## src/psd_pkg.sv

```systemverilog
// Package for point_segment_distance: shared widths, region codes and the
// queue entry type passed from the classify front to the distance back end.
// No dependencies.
`default_nettype none
package psd_pkg;

  localparam int unsigned CW = 20;                    // coordinate width
  localparam int unsigned DW = 22;                    // distance width
  localparam int unsigned EW = CW + 1;                // endpoint difference width
  localparam int unsigned SW = 2 * EW + 1;            // sum of two squares / cross
  localparam int unsigned TW = 2 * SW;                // cross squared

  typedef enum logic [1:0] {
    RegStart    = 2'd0,
    RegEnd      = 2'd1,
    RegInterior = 2'd2
  } region_e;

  // One classified item: numerator and divisor of the squared distance.
  typedef struct packed {
    logic [TW-1:0] num;   // squared distance times k
    logic [SW-1:0] k;     // 1 for endpoints, |B-A|^2 for interior
    region_e       region;
  } item_t;

endpackage
`default_nettype wire

```

## src/psd_queue.sv

```systemverilog
// Short skid queue between front and back end. Uses psd_pkg.
`default_nettype none
module psd_queue (
  input  wire logic           clk_i,
  input  wire logic           rst_ni,
  input  wire logic           valid_i,
  output      logic           ready_o,
  input  wire psd_pkg::item_t item_i,
  output      logic           valid_o,
  input  wire logic           ready_i,
  output      psd_pkg::item_t item_o
);
  import psd_pkg::*;

  item_t       mem_q [2];
  logic        wp_q, rp_q;
  logic [1:0]  cnt_q;
  logic        push, pop;

  assign ready_o = cnt_q != 2'd2;
  assign valid_o = cnt_q != 2'd0;
  assign item_o  = mem_q[rp_q];
  assign push    = valid_i && ready_o;
  assign pop     = valid_o && ready_i;

  always_ff @(posedge clk_i or negedge rst_ni) begin
    if (!rst_ni) begin
      wp_q  <= 1'b0;
      rp_q  <= 1'b0;
      cnt_q <= 2'd0;
    end else begin
      if (push) wp_q <= !wp_q;
      if (pop)  rp_q <= !rp_q;
      cnt_q <= cnt_q + 2'(push) - 2'(pop);
    end
  end

  always_ff @(posedge clk_i) begin
    if (push) mem_q[wp_q] <= item_i;
  end
endmodule
`default_nettype wire

```

## config.mk

```make
export PLATFORM = sky130hd
export DESIGN_NAME = psd_queue
export DESIGN_NICKNAME = d
export VERILOG_FILES = /design/src/psd_pkg.sv /design/src/psd_queue.sv
export SDC_FILE = /design/constraint.sdc
export NUM_CORES = 1
export LEC_CHECK = 0
export BUFFER_PORTS_ARGS = -buffer_cell sky130_fd_sc_hd__clkbuf_2
export CAP_MARGIN = 15
export CORE_ASPECT_RATIO = 1.2
export CORE_MARGIN = 3
export CORE_UTILIZATION = 56
export DETAILED_ROUTE_END_ITERATION = 16
export HOLD_SLACK_MARGIN = 0.06
export PLACE_DENSITY = 0.93
export SYNTH_ARGS = -nofsm -noshare
export SYNTH_HDL_FRONTEND = slang
export SYNTH_SLANG_ARGS = --single-unit
```

## constraint.sdc

```tcl
create_clock -name clk_i -period 19.95 [get_ports clk_i]
set_input_delay 1.995 -clock clk_i [delete_from_list [all_inputs] [get_ports clk_i]]
set_output_delay 1.995 -clock clk_i [all_outputs]
set_load 0.02 [all_outputs]
```

==> results of run 1 <==
[cell usage after synthesis]
cell | n | share of area
sky130_fd_sc_hd__a311oi_1 | 1 | 0.00088
sky130_fd_sc_hd__xnor2_1 | 3 | 0.0026
sky130_fd_sc_hd__nand2_1 | 2 | 0.00075
sky130_fd_sc_hd__nand2b_1 | 1 | 0.00063
sky130_fd_sc_hd__buf_2 | 5 | 0.0025
sky130_fd_sc_hd__nand3_1 | 1 | 0.00050
sky130_fd_sc_hd__or2_2 | 1 | 0.00063
sky130_fd_sc_hd__buf_6 | 9 | 0.010
sky130_fd_sc_hd__o21ai_0 | 1 | 0.00050
sky130_fd_sc_hd__mux2_2 | 51 | 0.057
sky130_fd_sc_hd__nor2b_1 | 1 | 0.00063
sky130_fd_sc_hd__dfrtp_1 | 4 | 0.010
sky130_fd_sc_hd__and3_1 | 1 | 0.00063
sky130_fd_sc_hd__edfxtp_1 | 262 | 0.79
sky130_fd_sc_hd__ha_1 | 1 | 0.0013
sky130_fd_sc_hd__o21ba_2 | 1 | 0.0010
sky130_fd_sc_hd__mux2_4 | 80 | 0.12
sky130_fd_sc_hd__nor4bb_1 | 1 | 0.0010
sky130_fd_sc_hd__buf_8 | 1 | 0.0015
sky130_fd_sc_hd__nor2_1 | 3 | 0.0011
[power groups by stage]
stage | Sequential, mW | Combinational, mW | Clock, mW
floorplan | 0.819 | 0.498 | 0
global placement | 0.814 | 0.643 | 0
detailed placement | 0.827 | 0.659 | 0
CTS | 0.817 | 0.662 | 0.462
global route | 0.827 | 0.688 | 0.483
finish | 0.815 | 0.653 | 0.452
[kinds of logic (layout without fill, tap and decap cells)]
family,Yosys count,after routing,synth area share
adder cells (fa/ha/maj),1,1,0.00125
XOR/XNOR,3,3,0.00263
buffers and inverters,15,315,0.0141
AO/OA/AOI/OAI,3,3,0.00238
multiplexers,131,131,0.177
flip-flops,266,266,0.796
AND/OR/NAND/NOR,11,11,0.00588
[worst max-delay path by stage]
stage,slack [ps],depth (start not counted),end,startpoint
floorplan,11810,2,mem_q[0][0],valid_i
global placement,15710,5,mem_q[0][72],valid_i
detailed placement,15620,5,mem_q[0][75],valid_i
CTS,15250,3,item_o[25],rp_q
global route,15160,3,item_o[127],rp_q
finish,15280,3,item_o[129],rp_q
[sequential cells by signal, summed over array words and instances (netlist names)]
register  flops
mem_q       262
rp_q          1
cnt_q         2
wp_q          1
[per-stage QoR]
step	instances	hold slack, ps
3_3_place_gp	903	538
6_report	946	569
2_1_floorplan	430	460
3_5_place_dp	903	552
4_1_cts	946	569
5_1_grt	946	600
[metal layers]
metal  share of wire  track usage  wire, um  vias up
li1                -            -         -     2283
met1            0.35        0.211      6710     2474
met2            0.55        0.353     10400      221
met4           0.031       0.0632       588        4
met5          0.0014            0        27        -
met3           0.069       0.0421      1320       48
[worst max-delay path: cells and delay by family (launching register included)]
family	cells	cell delay (ps)
mux	1	440
flops	1	740
buf+inv	2	910
[final cells by class]
class                           instances  area share
Sequential cell                       266       0.647
Multi-Input combinational cell        149       0.155
Timing Repair Buffer                  272       0.112
Clock buffer                           35      0.0571
Tap cell                              216      0.0219
Clock inverter                          8     0.00721
==> PnR_summary.wiki, run 1 <==
{| class="wikitable"
! Metric !! Value
|-
| Leading cell type in the layout, fill and taps excluded || sky130_fd_sc_hd__clkbuf_2
|-
| Final design area excluding fillers || 12300 sq um
|-
| Post-cts hold buffer count || 0
|-
| Proportion of power drawn by the clock network || 0.236
|-
| Core Area || 17200 sq um
|-
| Diode insertion count for antenna repair || 0
|-
| Required time worst endpoint || 17950 ps
|-
| Slew at the pin with the worst max-slew slack || 1070 ps
|-
| Setup repair after global routing missed its margin || false
|-
| Postcts setup bufs || 0
|-
| Type of the worst setup path || reg2out
|-
| Cell depth of the worst hold path || 1
|-
| Highest clock rate || 214 MHz
|-
| Net switching share of the total power || 0.319
|-
| Post-synthesis instance total || 430
|-
| Die Span Y || 152 um
|-
| Commonest cells after routing, fill and taps aside || sky130_fd_sc_hd__clkbuf_2 (267), sky130_fd_sc_hd__edfxtp_1 (262), sky130_fd_sc_hd__mux2_4 (80)
|-
| Area of the multi-input gates || 1910 sq um
|-
| Vias in the first global route || 5423
|-
| R2R depth || 5
|-
| Number of antenna violations at the first check in global routing || 2
|-
| Sink Count || 266
|-
| Utilization after layout || 0.717
|-
| Pin count of the biggest net entering global routing || 80
|-
| Tot GR Track Use || 0.190
|-
| Fraction of final layout cells sized beyond drive strength 1 || 0.605
|-
| Final WL || 19000 um
|-
| Flop and latch count out of synthesis || 266
|-
| Internal power || 1.31 mW
|-
| Vias per std cell || 5.32
|-
| End of the worst hold path || wp_q
|-
| Cell at the slowest stage of the critical path || sky130_fd_sc_hd__buf_4
|-
| Clock tree from TritonCTS || yes
|-
| Status || complete, no violations
|-
| Total number of vias || 5030
|-
| FF-to-FF Start || cnt_q[0]
|-
| Maximum root-to-sink buffer count || 3
|-
| Post-DRT Antenna Nets || 0
|-
| Count of filler cells inserted in the layout || 1045
|-
| Delay of the slowest critical-path stage || 750 ps
|-
| Max rail drop VDD || 0.132 mV
|-
| WP data arrival || 2680 ps
|-
| Sequential element share of the synthesized area || 0.796
|-
| Overflow left after global routing || 0
|-
| Clock buffers created by TritonCTS || 24
|-
| Crit. End Element || output port
|-
| Combinational share of power || 0.340
|-
| Post-layout minimum cycle time || 4670 ps
|-
| Clock root cell || sky130_fd_sc_hd__clkbuf_16
|-
| P_sw || 0.612 mW
|-
| Pwr/cell area || 156 nW/um^2
|-
| Global placement routability congestion || 0.772
|-
| Startpoint Class || flop
|-
| Initial standard-cell utilization of the core || 0.583
|-
| HPWL Detailed || 13100 um
|-
| Number of primary I/O pins || 268
|-
| Number of H-tree branching levels || 1
|-
| Synth-to-layout area growth || 23.1%
|-
| Class of the worst hold path || reg2reg
|-
| Pins over their slew limit || 0
|-
| Final setup vio count || 0
|-
| Floorplan row count || 52
|-
| Number of gates resized after CTS || 0
|-
| Area of the mapped netlist || 10000 sq um
|-
| Hold path startpoint || wp_q
|-
| Final layout net count || 849
|-
| Fin worst setup slack || 15280 ps
|-
| Max FO, Critical Path || 61
|-
| Clock-pin slew of the registers on the worst-case setup and hold paths || 60 ps
|-
| Worst-case setup slack after placement || 15620 ps
|-
| Static Leakage || 4.91 nW
|-
| Series of cell instances along the critical path || buf_4 > mux2_2 > clkbuf_2
|-
| DRC violation count after routing || 0
|-
| Syn nets || 566
|-
| Crit Reg-Reg Endpoint || mem_q[0][57]
|-
| Setup Skew || 9.38 ps
|-
| Post-Route Setup TNS || 0 ps
|-
| Number of distinct library cell variants in the gate-level netlist after synthesis || 20
|-
| Floorplan die width || 128 um
|-
| Per-instance average area after synthesis || 23.3 sq um
|-
| First-pass GRT wire length || 29000 um
|-
| Part of the cycle the worst path needs || 0.234
|-
| Die footprint || 19500 sq um
|-
| Fraction of power consumed by sequential logic || 0.424
|-
| Synthesis warning total || 0
|-
| Count of max-cap constraint violations || 0
|-
| Count of input and output buffers || 267
|-
| Count of TritonRoute iterations in the first routing pass || 4
|-
| Placement-stage cell area || 11500 sq um
|-
| Flip-flop and latch area || 7970 sq um
|-
| Pwr Total || 1.92 mW
|-
| Reg-to-reg slack, setup || 17110 ps
|-
| 1st-iter DRT viols || 308
|-
| Final Hold Violating Endpoints || 0
|-
| Remaining max-slew budget at the tightest pin || 0.289
|-
| Worst-Skew Late Latency || 510 ps
|-
| Average wire length per cell after detail routing || 20.1 um
|}
No activity file was read; power rests on OpenSTA's default activity.
==> inputs of run 2 (changes only) <==
Settings changed: CORE_UTILIZATION 56 to 52, PLACE_DENSITY 0.93 to 0.88.
Clock period 19.95 ns to 4.4 ns, I/O delays scaled along.
==> PnR_summary.wiki, run 2 (same netlist as run 1, synthesis figures left out) <==
{| class="wikitable"
! Metric !! Value
|-
| Count of max-cap constraint violations || 0 (unchanged)
|-
| Average wire length per cell after detail routing || 18.9 um (-5.9%)
|-
| Series of cell instances along the critical path || buf_4 > mux2_4 > clkbuf_2
|-
| Required time worst endpoint || 3960 ps (-13990 ps)
|-
| Pin count of the biggest net entering global routing || 72 (-10%)
|-
| Pwr Total || 8.85 mW (+360%)
|-
| Pwr/cell area || 710 nW/um^2 (+360%)
|-
| Post-DRT Antenna Nets || 0 (unchanged)
|-
| Initial standard-cell utilization of the core || 0.540 (-0.0420)
|-
| Largest registers in the final layout || mem_q: 262 flops, cnt_q: 2 flops
|-
| Placement-stage cell area || 11600 sq um (+0.61%)
|-
| Worst-case setup slack after placement || 1970 ps (-13650 ps)
|-
| Max FO, Critical Path || 45 (-26%)
|-
| Clock tree from TritonCTS || yes
|-
| Synth-to-layout area growth || 24.6%
|-
| Largest reg by FF count || mem_q
|-
| Overflow left after global routing || 0 (unchanged)
|-
| Final WL || 18700 um (-2.0%)
|-
| Class of the worst hold path || in2reg
|-
| P_sw || 2.80 mW (+360%)
|-
| Max FFs per register || 262 (unchanged)
|-
| Floorplan row count || 54 (+3.8%)
|-
| Clock root cell || sky130_fd_sc_hd__clkbuf_16
|-
| Highest clock rate || 337 MHz
|-
| Post-Route Setup TNS || 0 ps (unchanged)
|-
| Core Area || 18500 sq um (+7.8%)
|-
| Setup Skew || 11.1 ps (+1.73 ps)
|-
| Category of cells accounting for the largest share of critical-path delay || flip-flops
|-
| Count of TritonRoute iterations in the first routing pass || 5 (+1)
|-
| Commonest cells after routing, fill and taps aside || sky130_fd_sc_hd__clkbuf_2 (267), sky130_fd_sc_hd__edfxtp_1 (262), sky130_fd_sc_hd__mux2_4 (80)
|-
| Max rail drop VDD || 0.467 mV (+250%)
|-
| Clock buffers created by TritonCTS || 25 (+4.2%)
|-
| Crit. End Element || output port
|-
| Net switching share of the total power || 0.316 (-0.00296)
|-
| Fraction of final layout cells sized beyond drive strength 1 || 0.608 (+0.00215)
|-
| Leading cell type in the layout, fill and taps excluded || sky130_fd_sc_hd__clkbuf_2
|-
| Proportion of power drawn by the clock network || 0.248 (+0.012)
|-
| Count of input and output buffers || 267 (unchanged)
|-
| Worst-Skew Late Latency || 510 ps (about the same)
|-
| Number of H-tree branching levels || 1 (unchanged)
|-
| Remaining max-slew budget at the tightest pin || 0.393 (+0.104)
|-
| Die footprint || 20900 sq um (+7.4%)
|-
| Global placement routability congestion || 0.774 (+0.19%)
|-
| Vias in the first global route || 5357 (-1.2%)
|-
| Slew at the pin with the worst max-slew slack || 911 ps (-155 ps)
|-
| 1st-iter DRT viols || 278 (-9.7%)
|-
| Number of primary I/O pins || 268 (unchanged)
|-
| Combinational share of power || 0.331 (-0.009)
|-
| Number of antenna violations at the first check in global routing || 3 (+1)
|-
| WP data arrival || 2530 ps (-150 ps)
|-
| Internal power || 6.05 mW (+360%)
|-
| Utilization after layout || 0.673 (-0.0437)
|-
| Buf+Inv Stages, Crit Path || 2 (unchanged)
|-
| Pins over their slew limit || 0 (unchanged)
|-
| Diode insertion count for antenna repair || 0 (unchanged)
|-
| Setup repair after global routing missed its margin || false
|-
| Post-layout minimum cycle time || 2970 ps
|-
| Total number of vias || 5031 (+0.020%)
|-
| Part of the cycle the worst path needs || 0.675
|-
| Tot GR Track Use || 0.171 (-0.0185)
|-
| HPWL Detailed || 13000 um (-0.87%)
|-
| Final setup vio count || 0 (unchanged)
|-
| Maximum root-to-sink buffer count || 3 (unchanged)
|-
| Fraction of power consumed by sequential logic || 0.420 (-0.004)
|-
| Fin worst setup slack || 1430 ps (-13850 ps)
|-
| Count of filler cells inserted in the layout || 1229 (+18%)
|-
| Delay of the slowest critical-path stage || 910 ps (+160 ps)
|-
| Die Span Y || 158 um (+3.6%)
|-
| Startpoint Class || flop
|-
| Sink Count || 266 (unchanged)
|-
| Clock-pin slew of the registers on the worst-case setup and hold paths || 60 ps (about the same)
|-
| Floorplan die width || 133 um (+3.6%)
|-
| Vias per std cell || 5.10 (-4.0%)
|-
| Type of the worst setup path || reg2out
|-
| Status || complete, no violations
|-
| Cell at the slowest stage of the critical path || sky130_fd_sc_hd__dfrtp_4
|-
| Final Hold Violating Endpoints || 0 (unchanged)
|-
| Final layout net count || 851 (+0.24%)
|-
| DRC violation count after routing || 0 (unchanged)
|-
| Static Leakage || 4.94 nW (+0.79%)
|-
| Final design area excluding fillers || 12500 sq um (+1.2%)
|-
| First-pass GRT wire length || 28100 um (-2.9%)
|}
[run 2: cell count changes in the layout (fill, tap and decap cells not counted), sizes merged]
| cell | previous run | this run |
|---|---|---|
| clkinvlp | 1 | 3 |
| dlygate4sd3 | 0 | 1 |
| bufinv | 2 | 5 |
| clkbuf | 302 | 294 |
| clkinv | 5 | 10 |
| inv | 0 | 1 |
[run 2: final timing paths]
check	startpoint	to	slack [ps]	cells past startpoint
worst max-delay path	rp_q	item_o[89]	1430	3
worst min-delay path	item_i[11]	mem_q[0][11]	110	1
worst max register to register	cnt_q[0]	mem_q[1][4]	2160	3
worst min register to register	wp_q	wp_q	560	1
max in group asynchronous	rst_ni	rp_q	3970	2
min in group asynchronous	rst_ni	rp_q	280	2
[run 2: worst reg2reg max path, stage by stage, from the launching register on]
cell	delay, ps
sky130_fd_sc_hd__dfrtp_1	440
sky130_fd_sc_hd__nand2b_1	190
sky130_fd_sc_hd__and3_4	750
sky130_fd_sc_hd__buf_12	420
[run 2: area by class of cell]
type | count | area (sq um) | area share
clock buffers | 27 | 633 | 0.0508
clock inverters | 19 | 228 | 0.0183
multi-input cells | 149 | 1910 | 0.153
flip-flops and latches | 266 | 7970 | 0.639
well taps | 252 | 315 | 0.0253
repair buffers | 273 | 1410 | 0.113
[run 2: timing repair]
| action | CTS | global route |
|---|---|---|
| resized for setup | 0 | 0 |
| hold endpoints to repair | 4 | 0 |
| hold buffers | 1 | 0 |
| buffers inserted | 0 | 0 |
[run 2: metal layers]
layer,global-route usage,part of all wire
met5,0,0.0015
met4,0.0693,0.034
met3,0.0518,0.081
met2,0.307,0.53
met1,0.192,0.35
[run 2: power by group through the flow]
stage                     Sequential (mW)  Clock, mW  Combinational [mW]
final                                3.72       2.20                2.93
after CTS                            3.73       2.25                2.97
after global routing                 3.78       2.36                3.10
after floorplan                      3.67          0                2.26
after global placement               3.73          0                2.88
after detailed placement             3.78          0                2.96
[run 2: through the flow]
step,cells,hold slack (ps)
2_1_floorplan,430,144
3_3_place_gp,939,255
3_5_place_dp,939,255
4_1_cts,986,91.7
5_1_grt,986,94.0
6_report,986,114
==> inputs of run 3 (changes only) <==
Clock period 4.4 ns to 2.9 ns, I/O delays scaled along.
==> PnR_summary.wiki, run 3 (same netlist as run 1, synthesis figures left out) <==
{| class="wikitable"
! Metric !! Value
|-
| DRC violation count after routing || 0 (unchanged)
|-
| Die Span Y || 158 um (unchanged)
|-
| Clock buffers created by TritonCTS || 26 (+4.0%)
|-
| Number of antenna violations at the first check in global routing || 3 (unchanged)
|-
| Synth-to-layout area growth || 38.2%
|-
| Fraction of final layout cells sized beyond drive strength 1 || 0.514 (-0.0933)
|-
| Largest reg by FF count || mem_q
|-
| Clock tree from TritonCTS || yes
|-
| Post-layout minimum cycle time || 2640 ps
|-
| Static Leakage || 5.50 nW (+11%)
|-
| Post-Route Setup TNS || 0 ps (unchanged)
|-
| Worst-Skew Late Latency || 510 ps (about the same)
|-
| Cell at the slowest stage of the critical path || sky130_fd_sc_hd__dfrtp_4
|-
| Final setup vio count || 0 (unchanged)
|-
| Pwr/cell area || 981 nW/um^2 (+38%)
|-
| Highest clock rate || 379 MHz
|-
| Largest registers in the final layout || mem_q: 262 flops, cnt_q: 2 flops
|-
| Tot GR Track Use || 0.205 (+0.0340)
|-
| Post-DRT Antenna Nets || 0 (unchanged)
|-
| Count of max-cap constraint violations || 0 (unchanged)
|-
| Status || complete, no violations
|-
| Initial standard-cell utilization of the core || 0.540 (unchanged)
|-
| Core Area || 18500 sq um (unchanged)
|-
| Max FO, Critical Path || 40 (-11%)
|-
| Series of cell instances along the critical path || buf_4 > mux2_4 > clkbuf_2
|-
| Pin count of the biggest net entering global routing || 81 (+13%)
|-
| Clock-pin slew of the registers on the worst-case setup and hold paths || 60 ps (about the same)
|-
| Max rail drop VDD || 0.693 mV (+49%)
|-
| Postcts setup bufs || 0 (unchanged)
|-
| Required time worst endpoint || 2610 ps (-1350 ps)
|-
| Setup repair after global routing missed its margin || false
|-
| Average wire length per cell after detail routing || 19.6 um (+3.5%)
|-
| Overflow left after global routing || 0 (unchanged)
|-
| FF-to-FF Start || cnt_q[0]
|-
| Count of input and output buffers || 267 (unchanged)
|-
| Final WL || 22100 um (+18%)
|-
| First-pass GRT wire length || 33700 um (+20%)
|-
| Category of cells accounting for the largest share of critical-path delay || flip-flops
|-
| Number of primary I/O pins || 268 (unchanged)
|-
| Commonest cells after routing, fill and taps aside || sky130_fd_sc_hd__clkbuf_2 (267), sky130_fd_sc_hd__edfxtp_1 (262), sky130_fd_sc_hd__dlygate4sd3_1 (133)
|-
| Number of gates resized after CTS || 0 (unchanged)
|-
| Number of H-tree branching levels || 1 (unchanged)
|-
| Class of the worst hold path || in2async
|-
| Total number of vias || 5601 (+11%)
|-
| Part of the cycle the worst path needs || 0.910
|-
| Buf+Inv Stages, Crit Path || 2 (unchanged)
|-
| Setup Skew || 8.61 ps (-2.50 ps)
|-
| Slew at the pin with the worst max-slew slack || 689 ps (-222 ps)
|-
| 1st-iter DRT viols || 343 (+23%)
|-
| Sink Count || 266 (unchanged)
|-
| Max FFs per register || 262 (unchanged)
|-
| WP data arrival || 2350 ps (-180 ps)
|-
| Pins over their slew limit || 0 (unchanged)
|-
| Vias in the first global route || 6339 (+18%)
|-
| Remaining max-slew budget at the tightest pin || 0.541 (+0.148)
|-
| Crit path launch || rp_q
|-
| Type of the worst setup path || reg2out
|-
| Final layout net count || 987 (+16%)
|-
| Delay of the slowest critical-path stage || 880 ps (-30 ps)
|-
| Floorplan row count || 54 (unchanged)
|-
| Utilization after layout || 0.747 (+0.0734)
|-
| Floorplan die width || 133 um (unchanged)
|-
| Die footprint || 20900 sq um (unchanged)
|-
| Startpoint Class || flop
|-
| Vias per std cell || 4.97 (-2.5%)
|-
| Maximum root-to-sink buffer count || 3 (unchanged)
|-
| HPWL Detailed || 12800 um (-1.5%)
|-
| Leading cell type in the layout, fill and taps excluded || sky130_fd_sc_hd__clkbuf_2
|-
| Crit. End Element || output port
|-
| Post-cts hold buffer count || 133 (+132)
|-
| Count of TritonRoute iterations in the first routing pass || 4 (-1)
|-
| Final Hold Violating Endpoints || 0 (unchanged)
|-
| Global placement routability congestion || 0.735 (-4.9%)
|-
| Clock root cell || sky130_fd_sc_hd__clkbuf_16
|}
==> run 3: changes by cell type in the layout (fill, tap and decap cells not counted), moves of 2 or more <==
cell                            previous run  this run
sky130_fd_sc_hd__bufinv_16                 5         1
sky130_fd_sc_hd__dlygate4sd3_1             1       133
sky130_fd_sc_hd__buf_12                    2         6
sky130_fd_sc_hd__diode_2                   0         3
sky130_fd_sc_hd__clkbuf_16                25        27
sky130_fd_sc_hd__clkbuf_1                  2         6
==> run 3: routing by layer <==
layer	global-route usage	part of all wire
met1	0.236	0.37
met2	0.387	0.54
met3	0.0429	0.069
met4	0.0614	0.020
met5	0	0.00032
==> run 3: metrics by stage <==
stage | cells | setup slack [ps] | area, sq um | hold WS [ps] | total power [mW]
4_1_cts | 1123 | 244 | 13800 | 103 | 13.6
2_1_floorplan | 430 | -116 | 10000 | -5.59 | 8.98
6_report | 1126 | 260 | 13800 | 132 | 13.6
3_3_place_gp | 942 | 835 | 11700 | 107 | 10.2
3_5_place_dp | 942 | 799 | 11700 | 112 | 10.3
5_1_grt | 1125 | 173 | 13800 | 146 | 14.1
==> run 3: cell type report <==
class	count	area [sq um]
Antenna cell	3	7.51
Clock buffer	33	698
Tap cell	252	315
Multi-Input combinational cell	149	1920
Timing Repair Buffer	408	2800
Sequential cell	266	7970
Clock inverter	15	105
Fill cell	1035	4690
==> run 3: path summary, 6_finish.rpt <==
path	endpoint	slack (ps)	cells after the start
max	item_o[102]	260	3
max in group asynchronous	rp_q	2610	2
min in group clk_i	wp_q	180	3
min reg2reg	wp_q	590	1
min	rp_q	130	2
max reg2reg	mem_q[1][114]	900	3
==> run 3: worst register-to-register path, stage by stage (launching register included) <==
cell and delay, ps:
sky130_fd_sc_hd__dfrtp_1 460, sky130_fd_sc_hd__nand2b_4 210, sky130_fd_sc_hd__and3_4 600, sky130_fd_sc_hd__buf_12 360
==> run 3: power breakdown <==
part | switching, mW | internal [mW]
Sequential | 0.388 | 5.26
Combinational | 2.69 | 2.09
Clock | 1.34 | 1.79
